$ cat src/sv/amc_pkg.sv
package amc_pkg;

  // Command codes of an input transaction
  localparam logic [2:0] CMD_TICK      = 3'd0;
  localparam logic [2:0] CMD_STICK     = 3'd1;
  localparam logic [2:0] CMD_WAIT      = 3'd2;
  localparam logic [2:0] CMD_CONN_ERR  = 3'd3;
  localparam logic [2:0] CMD_GYRO_ERR  = 3'd4;

  // Arming modes
  localparam logic [2:0] MODE_DISARMED = 3'd0;
  localparam logic [2:0] MODE_ARMED    = 3'd1;
  localparam logic [2:0] MODE_WAIT     = 3'd2;
  localparam logic [2:0] MODE_ESC_CAL  = 3'd3;
  localparam logic [2:0] MODE_CONN_ERR = 3'd4;
  localparam logic [2:0] MODE_GYRO_ERR = 3'd5;

  // Configuration register indexes
  localparam logic CFG_LOW_THR  = 1'b0;
  localparam logic CFG_HIGH_THR = 1'b1;

  localparam logic [11:0] LOW_THR_RESET  = 12'd1100;
  localparam logic [11:0] HIGH_THR_RESET = 12'd1900;

  // Blink periods in milliseconds
  localparam logic [9:0] PERIOD_FAST  = 10'd100;
  localparam logic [9:0] PERIOD_MID   = 10'd500;
  localparam logic [9:0] PERIOD_WAIT  = 10'd900;
  localparam logic [9:0] PERIOD_SLOW  = 10'd1000;
  localparam logic [9:0] PERIOD_NONE  = 10'd0;

  localparam logic [10:0] ELAPSED_MAX = 11'd2047;

  typedef struct packed {
    logic [2:0]  command;
    logic [11:0] roll_width;
    logic [11:0] pitch_width;
    logic [11:0] throttle_width;
    logic [11:0] yaw_width;
  } in_item_t;

  typedef struct packed {
    logic [2:0] mode;
    logic       error_led;
    logic       debug_led;
    logic       right_led;
    logic       left_led;
  } out_item_t;

endpackage

$ cat src/sv/arming_mode_controller_with_led_blink.sv
// Arming mode controller with LED blink timing. Each input transaction is a
// millisecond tick, a stick sample or a mode event, and each one returns
// exactly one result transaction with the current arming mode and the four
// held LED levels. An accepted transaction lands in an input register, the
// mode and blink update is combinational compare-and-select logic, and
// the result sits in an output register; a new transaction is taken every
// cycle, limited only by back-pressure on the result channel. The thresholds
// are written through the configuration channel, which is always ready, and
// should only be written while no transaction is in flight.
module arming_mode_controller_with_led_blink import amc_pkg::*; (
  input  logic      clk_i,
  input  logic      rst_ni,
  input  logic      in_valid_i,
  output logic      in_ready_o,
  input  in_item_t  in_item_i,
  output logic      out_valid_o,
  input  logic      out_ready_i,
  output out_item_t out_item_o,
  input  logic      cfg_valid_i,
  output logic      cfg_ready_o,
  input  logic      cfg_index_i,
  input  logic [11:0] cfg_data_i
);

  logic        s1_valid_q;
  in_item_t    s1_item_q;
  logic        out_valid_q;
  out_item_t   out_item_q, out_item_d;
  logic        s1_adv;

  logic [11:0] low_thr_q, high_thr_q;
  logic [2:0]  mode_q, mode_d;
  logic        debug_phase_q, debug_phase_d;
  logic        error_phase_q, error_phase_d;
  logic [10:0] elapsed_q, elapsed_d, elapsed_inc;
  logic [9:0]  period_q, period_d;
  logic [3:0]  leds_q, leds_d;   // {left, right, debug, error}

  // Advance the input stage when the result register is free or draining
  assign s1_adv      = s1_valid_q && (!out_valid_q || out_ready_i);
  assign in_ready_o  = !s1_valid_q || s1_adv;
  assign out_valid_o = out_valid_q;
  assign out_item_o  = out_item_q;
  assign cfg_ready_o = 1'b1;

  // Write threshold registers
  always_ff @(posedge clk_i or negedge rst_ni) begin
    if (!rst_ni) begin
      low_thr_q  <= LOW_THR_RESET;
      high_thr_q <= HIGH_THR_RESET;
    end else if (cfg_valid_i) begin
      case (cfg_index_i)
        CFG_LOW_THR:  low_thr_q  <= cfg_data_i;
        CFG_HIGH_THR: high_thr_q <= cfg_data_i;
        default: ;
      endcase
    end
  end

  // Compute the next mode and blink state for the staged transaction
  always_comb begin
    logic r_lo, r_hi, p_lo, p_hi, t_lo, t_hi, y_lo, y_hi, any_zero, ph;
    r_lo = s1_item_q.roll_width < low_thr_q;
    r_hi = s1_item_q.roll_width > high_thr_q;
    p_lo = s1_item_q.pitch_width < low_thr_q;
    p_hi = s1_item_q.pitch_width > high_thr_q;
    t_lo = s1_item_q.throttle_width < low_thr_q;
    t_hi = s1_item_q.throttle_width > high_thr_q;
    y_lo = s1_item_q.yaw_width < low_thr_q;
    y_hi = s1_item_q.yaw_width > high_thr_q;
    any_zero = (s1_item_q.roll_width == '0) || (s1_item_q.pitch_width == '0) ||
               (s1_item_q.throttle_width == '0) || (s1_item_q.yaw_width == '0);

    mode_d        = mode_q;
    debug_phase_d = debug_phase_q;
    error_phase_d = error_phase_q;
    elapsed_d     = elapsed_q;
    period_d      = period_q;
    leds_d        = leds_q;
    elapsed_inc   = (elapsed_q == ELAPSED_MAX) ? elapsed_q : elapsed_q + 11'd1;
    ph            = !debug_phase_q;

    case (s1_item_q.command)
      CMD_TICK: begin
        elapsed_d = elapsed_inc;
        if (elapsed_inc > {1'b0, period_q}) begin
          debug_phase_d = ph;
          error_phase_d = !error_phase_q;
          elapsed_d     = '0;
          case (mode_q)
            MODE_ARMED: begin
              period_d = ph ? PERIOD_FAST : PERIOD_SLOW;
              leds_d   = {!ph, !ph, ph, leds_q[0]};
            end
            MODE_DISARMED: begin
              period_d = PERIOD_MID;
              leds_d   = {!ph, ph, ph, leds_q[0]};
            end
            MODE_WAIT: begin
              period_d = ph ? PERIOD_WAIT : PERIOD_FAST;
              leds_d   = {1'b0, 1'b0, ph, leds_q[0]};
            end
            MODE_ESC_CAL: begin
              period_d = PERIOD_NONE;
              leds_d   = {1'b0, 1'b0, ph, leds_q[0]};
            end
            MODE_CONN_ERR: begin
              period_d = PERIOD_FAST;
              leds_d   = {3'b000, !error_phase_q};
            end
            MODE_GYRO_ERR: begin
              period_d = PERIOD_MID;
              leds_d   = {3'b000, !error_phase_q};
            end
            default: ;
          endcase
        end
      end
      CMD_STICK: begin
        if (mode_q == MODE_DISARMED) begin
          if (t_lo && y_lo && r_lo && p_hi) begin
            mode_d = MODE_ARMED;
          end else if (t_hi && y_lo) begin
            mode_d = MODE_ESC_CAL;
          end
        end else if (mode_q == MODE_WAIT) begin
          if (!any_zero && r_hi && p_lo && t_hi && y_hi) begin
            mode_d = MODE_DISARMED;
          end
        end else if (t_lo && y_hi) begin
          mode_d = MODE_DISARMED;
        end
      end
      CMD_WAIT:     mode_d = MODE_WAIT;
      CMD_CONN_ERR: mode_d = MODE_CONN_ERR;
      CMD_GYRO_ERR: mode_d = MODE_GYRO_ERR;
      default: ;
    endcase

    out_item_d.mode      = mode_d;
    out_item_d.error_led = leds_d[0];
    out_item_d.debug_led = leds_d[1];
    out_item_d.right_led = leds_d[2];
    out_item_d.left_led  = leds_d[3];
  end

  // Hold the input stage, state and result register
  always_ff @(posedge clk_i or negedge rst_ni) begin
    if (!rst_ni) begin
      s1_valid_q    <= 1'b0;
      out_valid_q   <= 1'b0;
      mode_q        <= MODE_DISARMED;
      debug_phase_q <= 1'b0;
      error_phase_q <= 1'b0;
      elapsed_q     <= '0;
      period_q      <= '0;
      leds_q        <= '0;
    end else begin
      if (in_ready_o) begin
        s1_valid_q <= in_valid_i;
      end
      if (s1_adv) begin
        out_valid_q   <= 1'b1;
        mode_q        <= mode_d;
        debug_phase_q <= debug_phase_d;
        error_phase_q <= error_phase_d;
        elapsed_q     <= elapsed_d;
        period_q      <= period_d;
        leds_q        <= leds_d;
      end else if (out_ready_i) begin
        out_valid_q <= 1'b0;
      end
    end
  end

  // Capture payloads without reset
  always_ff @(posedge clk_i) begin
    if (in_ready_o && in_valid_i) begin
      s1_item_q <= in_item_i;
    end
    if (s1_adv) begin
      out_item_q <= out_item_d;
    end
  end

  // The timer never runs past the current period
  a_elapsed_bound: assert property (@(posedge clk_i) disable iff (!rst_ni)
    elapsed_q <= {1'b0, period_q})
    else $error("elapsed count above blink period");

  a_period_legal: assert property (@(posedge clk_i) disable iff (!rst_ni)
    period_q == PERIOD_NONE || period_q == PERIOD_FAST || period_q == PERIOD_MID ||
    period_q == PERIOD_WAIT || period_q == PERIOD_SLOW)
    else $error("illegal blink period");

  a_stage_held: assert property (@(posedge clk_i) disable iff (!rst_ni)
    (s1_valid_q && !s1_adv) |=> s1_valid_q)
    else $error("staged transaction dropped");

  a_result_loaded: assert property (@(posedge clk_i) disable iff (!rst_ni)
    s1_adv |=> out_valid_q)
    else $error("result register not loaded");

  a_mode_range: assert property (@(posedge clk_i) disable iff (!rst_ni)
    mode_q <= MODE_GYRO_ERR)
    else $error("mode out of range");

endmodule
$ cat config.mk
export PLATFORM = sky130hd
export DESIGN_NAME = arming_mode_controller_with_led_blink
export DESIGN_NICKNAME = d
export VERILOG_FILES = /design/src/sv/amc_pkg.sv /design/src/sv/arming_mode_controller_with_led_blink.sv
export SDC_FILE = /design/constraint.sdc
export NUM_CORES = 1
export LEC_CHECK = 0
export ABC_AREA = 1
export BUFFER_PORTS_ARGS = -buffer_cell sky130_fd_sc_hd__buf_2
export CAP_MARGIN = 20
export CORE_MARGIN = 2
export CORE_UTILIZATION = 45
export CTS_CLUSTER_DIAMETER = 40
export CTS_CLUSTER_SIZE = 12
export DETAILED_ROUTE_END_ITERATION = 8
export GPL_TIMING_DRIVEN = 0
export MAX_ROUTING_LAYER = met4
export PLACE_DENSITY_LB_ADDON = 0.1
export REMOVE_ABC_BUFFERS = 1
export SYNTH_ARGS = -nofsm -noshare
export SYNTH_HDL_FRONTEND = slang
export SYNTH_SLANG_ARGS = --single-unit
$ cat constraint.sdc
create_clock -name clk_i -period 4.4 [get_ports clk_i]
set_clock_uncertainty 0.05 [all_clocks]
set_input_delay 0.44 -clock clk_i [delete_from_list [all_inputs] [get_ports clk_i]]
set_output_delay 0.44 -clock clk_i [all_outputs]
set_load 0.01 [all_outputs]
==> results of run 1 <==
layout make-up:
type	instances	area share
Timing Repair Buffer	80	0.05435
Multi-Input combinational cell	585	0.4320
Tap cell	211	0.03295
Sequential cell	110	0.3815
Clock inverter	4	0.004061
Clock buffer	12	0.03467
Inverter	129	0.06044
through the flow:
| stage | hold slack (ns) | util | total power [W] | setup WS [ns] |
|---|---|---|---|---|
| 6_report | 0.2015 | 0.5251 | 0.003352 | 1.381 |
| 4_1_cts | 0.1890 | 0.5251 | 0.003386 | 1.355 |
| 2_1_floorplan | 0.09441 | - | 0.002221 | 1.789 |
| 3_5_place_dp | 0.3661 | 0.5041 | 0.002538 | 1.382 |
| 3_3_place_gp | 0.4115 | 0.5014 | 0.002512 | 1.358 |
| 5_1_grt | 0.1860 | 0.5251 | 0.003636 | 1.132 |
final timing paths:
path | start | endpoint | slack (ns)
max in group asynchronous | rst_ni | high_thr_q[10] | 3.16
worst max register to register | elapsed_q[0] | out_item_o[1] | 1.38
worst min-delay path | in_item_i[47] | s1_item_q[47] | 0.20
worst min register to register | leds_q[0] | leds_q[0] | 0.43
min in group asynchronous | rst_ni | low_thr_q[4] | 0.51
worst max-delay path | elapsed_q[0] | out_item_o[1] | 1.38
state kept, by name, summed over array words and instances (netlist names):
name / cells
out_item_o: 7
debug_phase_q: 1
elapsed_q: 11
high_thr_q: 12
low_thr_q: 12
mode_q: 3
period_q: 6
s1_valid_q: 1
s1_item_q: 51
error_phase_q: 1
out_valid_o: 1
leds_q: 4
layer usage:
metal | routed length, um | vias to the layer above | GRT usage
met2 | 6335 | 105 | 0.2786
li1 | - | 2879 | -
met3 | 607 | 13 | 0.03468
met1 | 8136 | 2426 | 0.2972
met5 | 0 | - | -
met4 | 172 | 0 | 0.04795
cell usage after synthesis:
cell	count	area, um^2
a21boi_1	1	7.510
a21o_1	4	30.03
a21oi_1	39	195.2
a22oi_1	1	7.510
and2_0	3	18.77
and2_1	4	25.02
buf_1	1	3.750
buf_2	1	5.000
buf_4	1	7.510
buf_6	2	22.52
clkbuf_1	6	22.52
conb_1	1	3.750
dfrtp_1	41	1026
dfstp_2	11	289.0
edfxtp_1	58	1742
ha_1	101	1264
inv_1	124	465.5
inv_2	5	18.77
nand2_1	234	878.3
nand2_2	2	12.51
nand2_4	2	22.52
nand3_1	32	160.2
nand3_2	1	10.01
nand3_4	1	17.52
nand3b_1	1	7.510
nand4_1	10	62.56
nand4_2	1	12.51
nor2_1	71	266.5
nor2_4	1	11.26
nor3_1	4	20.02
nor3_2	2	20.02
nor3b_1	1	7.510
o211ai_1	1	7.510
o21a_1	1	7.510
o21ai_0	34	170.2
o21ai_1	17	85.08
o21ai_2	1	8.760
o21bai_1	1	7.510
o31ai_1	3	22.52
o31ai_2	1	12.51
xnor2_1	3	26.28
xor2_1	6	52.55
what timing repair did:
| action | in CTS | in global routing |
|---|---|---|
| setup buffers | 0 | 0 |
| resized for setup | 0 | 0 |
| hold buffers | 1 | 0 |
| hold endpoints to repair | 9 | 0 |
| endpoints found under the setup margin | 0 | 0 |
worst max-delay path, cell delays in order (launching register included):
cell and delay (ns):
dfrtp_1 0.42, ha_1 0.24, inv_1 0.12, nor2_4 0.06, nand3_2 0.22, inv_1 0.07, a21oi_1 0.10, o21ai_0 0.15
ha_1 0.33, nand2_1 0.08, nor3_1 0.22, nand3_1 0.13, nand2_2 0.11, nand2_4 0.13, nand3_1 0.14, nand2_1 0.07
and2_1 0.13
kinds of logic after synthesis:
kind of cell	after synthesis	share of synthesized area
compound gates	104	0.07954
xor+xnor	9	0.01116
fa+ha+maj	101	0.1789
buf+inv	140	0.07724
flops	110	0.4328
other cells	1	0.0005309
simple gates	370	0.2198
power groups by stage:
stage | combinational [W] | sequential, W | clock [W]
2_1_floorplan | 0.000808 | 0.00141 | 0
3_3_place_gp | 0.00107 | 0.00144 | 0
6_report | 0.00109 | 0.00142 | 0.000835
4_1_cts | 0.00110 | 0.00142 | 0.000860
5_1_grt | 0.00128 | 0.00145 | 0.000904
3_5_place_dp | 0.00110 | 0.00144 | 0
==> results, run 1 <==
- The area added between synthesis and finish is 13.43%.
- Clock-pin slew was measured on the worst setup and hold paths at 0.07 ns.
- For the worst setup path, the data required time is 4.47 ns.
- The number of buffers added on ports is 77.
- The overall die area is 0.01671 mm^2.
- The overall die width is 129.3 um.
- The total routing usage reported by global routing is 0.1986.
- Setup repair after global routing left no endpoint under its margin.
- For this block, the initial DRC count from the detailed router was 377.
- The leading cell type in the layout, fill and taps excluded is nand2_1.
- The internal power of the cells totals 0.002145 W.
- The worst path needs 3.019 ns of the cycle, external delays included.
- The initial antenna violation count is 0.
- Excluding fillers, the count of instances in the completed layout stands at 1,131.
- The static leakage power is 4.029 nW.
- The via count of the first global-routing pass is 4,908.
- The starting density of the core is 0.4629.
- The unique cell type count in the Yosys netlist is 42.
- Setup total negative slack on the finished layout was measured at 0 ns.
- In the final layout, the share of cells above drive strength 1 is 0.1348.
- The number of hold-slack violations in the final timing report was 0.
- Entering global routing, the biggest net connects 38 pins.
- In the layout the commonest cells are nand2_1, inv_1, ha_1.
- The cell area after placement is 0.007691 mm^2.
- The cell count after synthesis came out at 835.
- The worst slew margin relative to its limit is 0.4491.
- The Yosys step of the flow raised 0 warnings.
- The number of H-tree levels is 3.
- The number of storage elements in the synthesis netlist is 110.
- The layout has 1,485 filler cells.
- Of the synthesized area, sequential elements account for 0.4328.
- The biggest fanout along the worst timing path is 14.
- For this run, design rule violations remaining after detail routing come to 0.
- The sequential cells in the finished layout cover a total of 0.003057 mm^2.
- The cell depth of the worst min-delay path is 1.
- The category of the worst setup path capture point is a flop.
- The total number of clock tree sinks is 110.
- The antenna diode instance count is 0.
- The total vias in the final route is 5,423.
- STA classifies the critical path startpoint as a flop.
- The number of buffers between clock root and the deepest sink is 2.
- The switching power is 0.001207 W.
- Max-cap violations in this run came to 0.
- The routability congestion estimate is 0.8177.
- The pre-antenna-repair detailed-routing pass consisted of 5 iterations.
- Summing all multi-input logic gate instances after layout gives 0.003461 mm^2.
- The data arrival time of the critical path is 3.09 ns.
- The sequential cell fraction of total power is 0.425.
- The share of total power dissipated in the clock network is 0.249.
- In this run the mean area of a mapped cell was 8.459 um^2.
- For this run, the top clock speed supported by timing is 331.2 MHz.
- The post-synth design cell area is 0.007063 mm^2.
- At the pin with the least slew margin, the transition time is 0.8243 ns.
- The final period utilization is 0.6861.
- The kind of critical path is reg -> reg.
- The finished cells cover 0.008011 mm^2.
- Summed over all layers, the global routing overflow is 0.
- After floorplanning, the core was sized to cover 0.01526 mm^2.
- Using the TritonRoute via totals, the vias-per-cell ratio works out to 4.795.
- The number of placed instances, taps included, is 1,114.
- For this block, the routed nets add up to 15,250 um of wire.
- The count of nets left with antenna violations after detail routing is 0.
- The tree is rooted in a clkbuf_16.
- The maximum vdd drop is 0.2395 mV.
- The detailed placer's ending HPWL is 12,000 um.
- In the final routed layout, each cell accounts on average for 13.48 um.
- The insertion delay of the later-clocked pin in the worst-skew pair is 0.36 ns.
- The min-delay analysis places its worst path in the category in -> reg.
- The number of clock buffers inserted by TritonCTS is 9.
- The fraction of power consumed by combinational cells is 0.326.
- For the worst flop-to-flop path, the logic depth is 16.
- Of the total power, the share spent switching nets is 0.3600.
- The max-slew violation total from the final report came to 0.
- The count of endpoints failing setup in the final report is 0.
- The total number of nets in the final design is 1,085.
- The number of primary I/O pins is 79.
- The TritonCTS clock tree is yes.
- In this run the power density over the cells is 418.4 mW/mm^2.
- From bottom edge to top edge, the die measures 129.3 um.
- The flow ran to the end, and the final reports show no timing, DRC or antenna violations.
- The first global-routing pass estimated 24,630 um of wire.
- The number of placement rows is 45.
Power figures use the tool's default switching activity.
==> inputs of run 2 (changes only) <==
==> constraint.sdc (replaced) <==
create_clock -name clk_i -period 3.05 [get_ports clk_i]
set_clock_uncertainty 0.05 [all_clocks]
set_input_delay 0.305 -clock clk_i [delete_from_list [all_inputs] [get_ports clk_i]]
set_output_delay 0.305 -clock clk_i [all_outputs]
set_load 0.01 [all_outputs]
==> run 2 against run 1 <==
Against the previous run: power increased by 45%; non-clock buffer count up 5; final area up 0.77%; clock power increased by 45%; worst setup slack worse by 1.1 ns; combinational power up 47%; via count is essentially flat; fmax increased by 8.4%; worst hold slack got worse by 0.13 ns; critical endpoint unchanged.
==> results, run 2 (same netlist as run 1, synthesis figures left out) <==
- The data arrival time of the critical path is 2.86 ns.
- For this design, the sink count on the clock tree is 110.
- Of the total power, the share spent switching nets is 0.3613.
- In the layout the commonest cells are nand2_1, inv_1, ha_1.
- During placement, the flow inserted port buffers numbering 77.
- The layout cell share with drive strength beyond 1 is 0.1416.
- 79 I/O pins were placed.
- The library cell used most frequently in the layout, excluding fill and tap cells, is nand2_1.
- The share of total power dissipated in sequential elements is 0.423.
- In this run the worst path has a maximum fanout of 14.
- Clock latency on the worst-skew pair, taken at its later pin, is 0.36 ns.
- Of the available clock period, the critical path in the final layout requires 0.9132.
- The first element of the critical path is elapsed_q[0].
- The type of the worst min-delay path is in -> reg.
- The floorplan step set the die width to 129.3 um.
- The worst-case IR drop observed on VDD is 0.3454 mV.
- The critical path contains buffers and inverters numbering 2 combined.
- Routability-driven placement finished with a final weighted congestion of 0.8177.
- The count of nets left with antenna violations after detail routing is 0.
- The number of vias per cell is 4.770.
- The register with the most flip-flops in the layout has 51 of them.
- Counting the buffers created by CTS gives 9.
- The setup path with the least slack is of type reg -> reg.
- Of the total power, the clock network draws 0.248.
- The number of placement rows is 45.
- The category of the worst setup path capture point is a flop.
- The overall die area is 0.01671 mm^2.
- The starting density of the core is 0.4629.
- The number of hold-slack violations in the final timing report is 0.
- The fraction of power consumed by combinational cells is 0.329.
- The floorplan step set the die height to 129.3 um.
- Entering global routing, the biggest net connects 38 pins.
- The worst flop-to-flop path startpoint is elapsed_q[0].
- The clock tree synthesis step divided the H-tree into 3 levels.
- The required time at the worst-slack endpoint is 3.12 ns.
- The cell internal power dissipation is 0.003106 W.
- The initial antenna violation count came to 0.
- The region available for standard cell placement spans 0.01526 mm^2.
- 0 antenna diodes ended up in the layout.
- For this design the ratio of total power to cell area is 602.4 mW/mm^2.
- In the final routed layout, each cell accounts on average for 13.45 um.
- The root buffer cell chosen for the clock tree is clkbuf_16.
- Counting the fill cells in the layout gives 1,478.
- Setup repair after global routing left no endpoint under its margin.
- The first-pass GRT wire length is 24,630 um.
- The detailed router finished its first iteration with 379 violations.
- Setup violations remaining at the end of the flow were counted as 0.
- The flow ran to the end, and the final reports show no timing, DRC or antenna violations.
- At the pin with the least slew margin, the transition time is 0.8245 ns.
- The total number of nets in the final design is 1,090.
- In this run the deepest clock path goes through 2 buffers.
- The clock period minus final worst setup slack is 2.785 ns.
- The analysis attributes to cell leakage a power of 4.053 nW.
- The number of max-cap violations is 0.
- For this design, the slowest cell found on the critical path is dfrtp_1.
- The total vias in the final route is 5,419.
- The startpoint type of the worst setup path is a flop.
- The largest incremental delay on the critical path is 0.42 ns.
- The detailed placer's ending HPWL is 12,000 um.
- The first-pass iteration count of the detailed router is 5.
- The area added between synthesis and finish is 14.30%.
- After routing, the total negative slack on setup checks comes to 0 ns.
- After detailed routing, the number of remaining DRC violations is 0.
- In this run the power spent charging and discharging nets is 0.001757 W.
- OpenSTA, run right after detailed placement, puts the worst setup slack at 0.03160 ns.
- The largest register by flop count is s1_item_q.
- The critical path goes through ha_1, inv_1, nor2_4, nand3_4, inv_1, a21oi_1, o21ai_1, ha_1, nand2_1, nor3_1, nand3_1, nand2_2, nand2_8, nand3_2, nand2_1, and2_1.
- The kind of cell adding the most delay to the critical path is simple AND/OR/NAND/NOR gates.
- Headroom to the max-slew limit came out at 0.4490.
- After global routing the overflow that remains totals 0.
- The least setup slack across all paths after layout is 0.2647 ns.
- The critical hold path startpoint is in_item_i[47].
- The largest registers in the layout are s1_item_q x51, high_thr_q x12, low_thr_q x12.
- For this run, the total global-route usage over all layers was measured as 0.1986.
- The maximum operating frequency is 359.0 MHz.
- TritonCTS built the clock tree.
- After detailed routing, the total wire length is 15,280 um.
- The via count of the first global-routing pass is 4,908.
- The max-slew violation total from the final report is 0.
- Clock-pin slew was measured on the worst setup and hold paths at 0.07 ns.
==> run 2: cell types whose count changed in the layout (fill, tap and decap cells not counted), sizes merged <==
cell	before	now
buf	79	84
==> run 2: path summary, 6_finish.rpt <==
| path | to | slack (ns) | cells after the start |
|---|---|---|---|
| max reg2reg | out_item_o[1] | 0.26 | 16 |
| max | out_item_o[1] | 0.26 | 16 |
| max in group asynchronous | low_thr_q[10] | 1.94 | 3 |
| min in group asynchronous | low_thr_q[4] | 0.38 | 2 |
| min | s1_item_q[47] | 0.07 | 1 |
| min reg2reg | leds_q[0] | 0.44 | 2 |
==> run 2: worst register-to-register path, cell delays in order, from the launching register on <==
cell	delay, ns
dfrtp_1	0.42
ha_1	0.24
inv_1	0.12
nor2_4	0.07
nand3_4	0.12
inv_1	0.05
a21oi_1	0.10
o21ai_1	0.11
ha_1	0.31
nand2_1	0.08
nor3_1	0.22
nand3_1	0.13
nand2_2	0.14
nand2_8	0.11
nand3_2	0.10
nand2_1	0.06
and2_1	0.13
==> run 2: final cells by class <==
type	instances	area [um^2]	share of cell area
Sequential cell	110	3057	0.3786
Multi-Input combinational cell	585	3485	0.4316
Tap cell	211	264.0	0.03270
Inverter	129	484.2	0.05998
Clock inverter	4	32.53	0.004030
Timing Repair Buffer	85	473.0	0.05859
Clock buffer	12	277.8	0.03441
==> run 2: power by group through the flow <==
| stage | Clock [W] | Sequential, W | Combinational [W] |
|---|---|---|---|
| 4_1_cts | 0.00124 | 0.00205 | 0.00159 |
| 3_5_place_dp | 0 | 0.00208 | 0.00159 |
| 5_1_grt | 0.00130 | 0.00209 | 0.00188 |
| 6_report | 0.00121 | 0.00205 | 0.00160 |
| 3_3_place_gp | 0 | 0.00208 | 0.00154 |
| 2_1_floorplan | 0 | 0.00204 | 0.00117 |
==> run 2: timing repair <==
action | CTS | global route
buffers inserted | 0 | 5
setup endpoints to repair | 0 | 14
hold buffers | 1 | 0
endpoints found under the hold margin | 9 | 0
gates resized for setup | 0 | 5
==> run 2: metal layers <==
layer / part of all wire / GRT usage / up-vias
met2: 0.41 / 0.2786 / 94
met3: 0.040 / 0.03468 / 13
met1: 0.53 / 0.2972 / 2423
li1: - / - / 2889
met5: 0 / - / -
met4: 0.011 / 0.04795 / 0
==> run 2: metrics by stage <==
step,cell area (um^2),hold slack [ns],instances,utilization,total power (W)
2_1_floorplan,7002,-0.04059,824,-,0.003204
3_3_place_gp,7651,0.4115,1112,0.5014,0.003625
3_5_place_dp,7691,0.2311,1114,0.5041,0.003661
4_1_cts,8011,0.05396,1131,0.5251,0.004885
5_1_grt,8073,0.05096,1136,0.5291,0.005270
6_report,8073,0.06661,1136,0.5291,0.004863
==> inputs of run 3 (changes only) <==
--- a/config.mk
+++ b/config.mk
@@ -15,7 +15,6 @@
 export DETAILED_ROUTE_END_ITERATION = 8
 export GPL_TIMING_DRIVEN = 0
 export MAX_ROUTING_LAYER = met4
-export PLACE_DENSITY_LB_ADDON = 0.1
 export REMOVE_ABC_BUFFERS = 1
 export SYNTH_ARGS = -nofsm -noshare
 export SYNTH_HDL_FRONTEND = slang
==> run 3 against run 2 <==
Against the previous run: sequential power barely moved; die area is the same; fmax grew 0.38%; register-to-register slack about the same; routed wire length shrank 0.72%; flip-flop and latch count is the same; critical endpoint unchanged; final area fell by 0.40%.
==> results, run 3 (same netlist as run 1, synthesis figures left out) <==
- The antenna diode instance count is 0.
- The total routing usage reported by global routing is 0.2023.
- The maximum vdd drop is 0.3568 mV.
- After detailed routing, the number of vias per cell comes to 4.744.
- The first element of the critical path is elapsed_q[0].
- The largest single stage delay on the critical path is 0.39 ns.
- The initial DRC count is 277.
- The startpoint type of the worst setup path is a flop.
- Of all nets on the critical path, the largest fanout is 14.
- The total placed cells including tap cells is 1,114.
- The longest clock path from root to sink contains 2 buffers.
- TritonCTS built the clock tree.
- The smallest hold slack is 0.06855 ns.
- The required time at the worst-slack endpoint is 3.12 ns.
- The startpoint identified for the worst hold timing path is in_item_i[25].
- Counting stages on the worst path, the most repeated cell is nand2_1.
- The count of endpoints failing setup in the final report is 0.
- 79 I/O pins were placed.
- In this run the static leakage power is 4.043 nW.
- The clock period minus final worst setup slack is 2.775 ns.
- The detailed placer's ending HPWL is 12,010 um.
- The filler-free cell count of the finished design is 1,137.
- The cell area power density is 592.7 mW/mm^2.
- The cell family contributing the most delay on the critical path is simple AND/OR/NAND/NOR gates.
- The combined buffer and inverter count along the critical path is 1.
- At the pin with the least slew margin, the transition time is 0.8832 ns.
- Of the cells placed in the final design, the portion with a size suffix greater than 1 is 0.1415.
- The later pin in the worst-skew pair is clocked with a latency of 0.36 ns.
- The kind of critical path is reg -> reg.
- The utilization after layout is 0.5269.
- The total number of nets in the final design is 1,091.
- The leading cell type in the layout, fill and taps excluded is nand2_1.
- Entering global routing, the biggest net connects 37 pins.
- The die outline height is 129.3 um.
- The number of hold-slack violations in the final timing report was 0.
- The number of flip-flops in the largest register is 51.
- The number of placement rows is 45.
- In this run the remaining antenna-violating nets after routing total 0.
- The detailed-route wire length is 15,170 um.
- Headroom to the max-slew limit came out at 0.4098.
- The worst setup path is captured at a flop.
- The final period utilization is 0.9098.
- The largest registers in the layout are s1_item_q x51, high_thr_q x12, low_thr_q x12.
- STA puts the critical path data arrival time at 2.85 ns.
- The accumulated negative setup slack is 0 ns.
- The clock transition time at the flip-flop clock pins of the worst setup and hold paths is 0.08 ns.
- The count of buffers added on input and output ports is 77.
- The worst flop-to-flop path startpoint is elapsed_q[0].
- The starting density of the core is 0.4629.
- The initial antenna violation count is 0.
- In this run the standard cell core region covers 0.01526 mm^2.
- Clock tree synthesis inserted a total of 9 buffers.
- Traced cell by cell, the critical path runs through ha_1, inv_1, nor2_4, nand3_4, nand2_1, ha_1, a21oi_1, o21ai_0, nand2_1, nand2_1, nand2_1, nand2_1, nand2_1, nand2_1, nand2_2, nand2_8, nand3_1, nand2_1, and2_1.
- The first TritonRoute pass finished after 5 iterations.
- The total number of clock tree sinks is 110.
- For this design, the slowest cell found on the critical path is dfrtp_1.
- The largest register by flop count is s1_item_q.
- Global routing finished with a remaining overflow of 0.
- The overall die area is 0.01671 mm^2.
- The top cell types in the final layout, fill and taps aside, are nand2_1, inv_1, ha_1.
- The area added between synthesis and finish is 13.84%.
- The max-slew violation total from the final report was 0.
- The first-pass GRT wire length is 25,090 um.
- Max-cap violations in this run came to 0.
- The root buffer cell is clkbuf_16.
- The count of unresolved DRC violations after routing is 0.
- The routability congestion estimate is 0.8483.
- CTS built an H-tree with a depth of 3.
- The routed layout has 5,394 vias.
- The overall die width is 129.3 um.
- The flow ran to the end, and the final reports show no timing, DRC or antenna violations.
- The wire length per cell is 13.34 um.
- The tightest min-delay check is of the in -> reg type.
- The maximum operating frequency is 360.4 MHz.
- The via count of the first global-routing pass is 5,113.
==> run 3: worst register-to-register path: cells and delay by family, from the launching register on <==
| family | cells | cell delay (ns) |
|---|---|---|
| compound gates | 2 | 0.24 |
| fa+ha+maj | 2 | 0.45 |
| buf+inv | 1 | 0.09 |
| simple gates | 14 | 1.33 |
| flops | 1 | 0.39 |
==> run 3: worst paths after layout <==
| check | to | slack (ns) | cells past startpoint |
|---|---|---|---|
| min in group asynchronous | low_thr_q[1] | 0.37 | 2 |
| worst min register to register | error_phase_q | 0.44 | 1 |
| worst max register to register | out_item_o[1] | 0.28 | 19 |
| worst max-delay path | out_item_o[1] | 0.28 | 19 |
| worst min-delay path | s1_item_q[25] | 0.07 | 1 |
| max in group asynchronous | low_thr_q[10] | 1.95 | 3 |
==> run 3: per-stage QoR <==
stage	power [W]	setup WS, ns	cell area (um^2)
CTS	0.004779	0.06632	7976
detailed placement	0.003654	0.07588	7691
global placement	0.003621	0.09478	7651
finish	0.004766	0.2751	8040
floorplan	0.003204	0.4391	7002
global route	0.005178	-0.006737	8040
==> run 3: area by class of cell <==
| cell class | instances | area [um^2] |
|---|---|---|
| clock buffer | 9 | 225.2 |
| clock inverter | 7 | 50.05 |
| fill | 1498 | 7218 |
| timing repair buffer | 86 | 480.5 |
| multi-input combinational | 585 | 3480 |
| tap | 211 | 264.0 |
| inverter | 129 | 484.2 |
| sequential | 110 | 3057 |
==> run 3: timing repair <==
action,in CTS,in global routing
gates resized for setup,0,4
hold endpoints to repair,8,0
setup endpoints to repair,0,20
hold buffers,1,0
setup buffers,0,6
==> run 3: power by group <==
group / total, W / leakage, nW / internal (W) / switching, W
combinational: 0.00162 / 2.70 / 0.000607 / 0.00101
clock: 0.00110 / 0.140 / 0.000557 / 0.000546
sequential: 0.00205 / 1.20 / 0.00185 / 0.000192
==> run 3: routing by layer <==
layer	wire length, um	vias to the layer above	share of wire	GRT usage
met5	0	-	0	-
li1	-	2891	-	-
met2	6357	89	0.42	0.2988
met1	7732	2402	0.51	0.2924
met4	170	0	0.011	0.04795
met3	906	12	0.060	0.03262
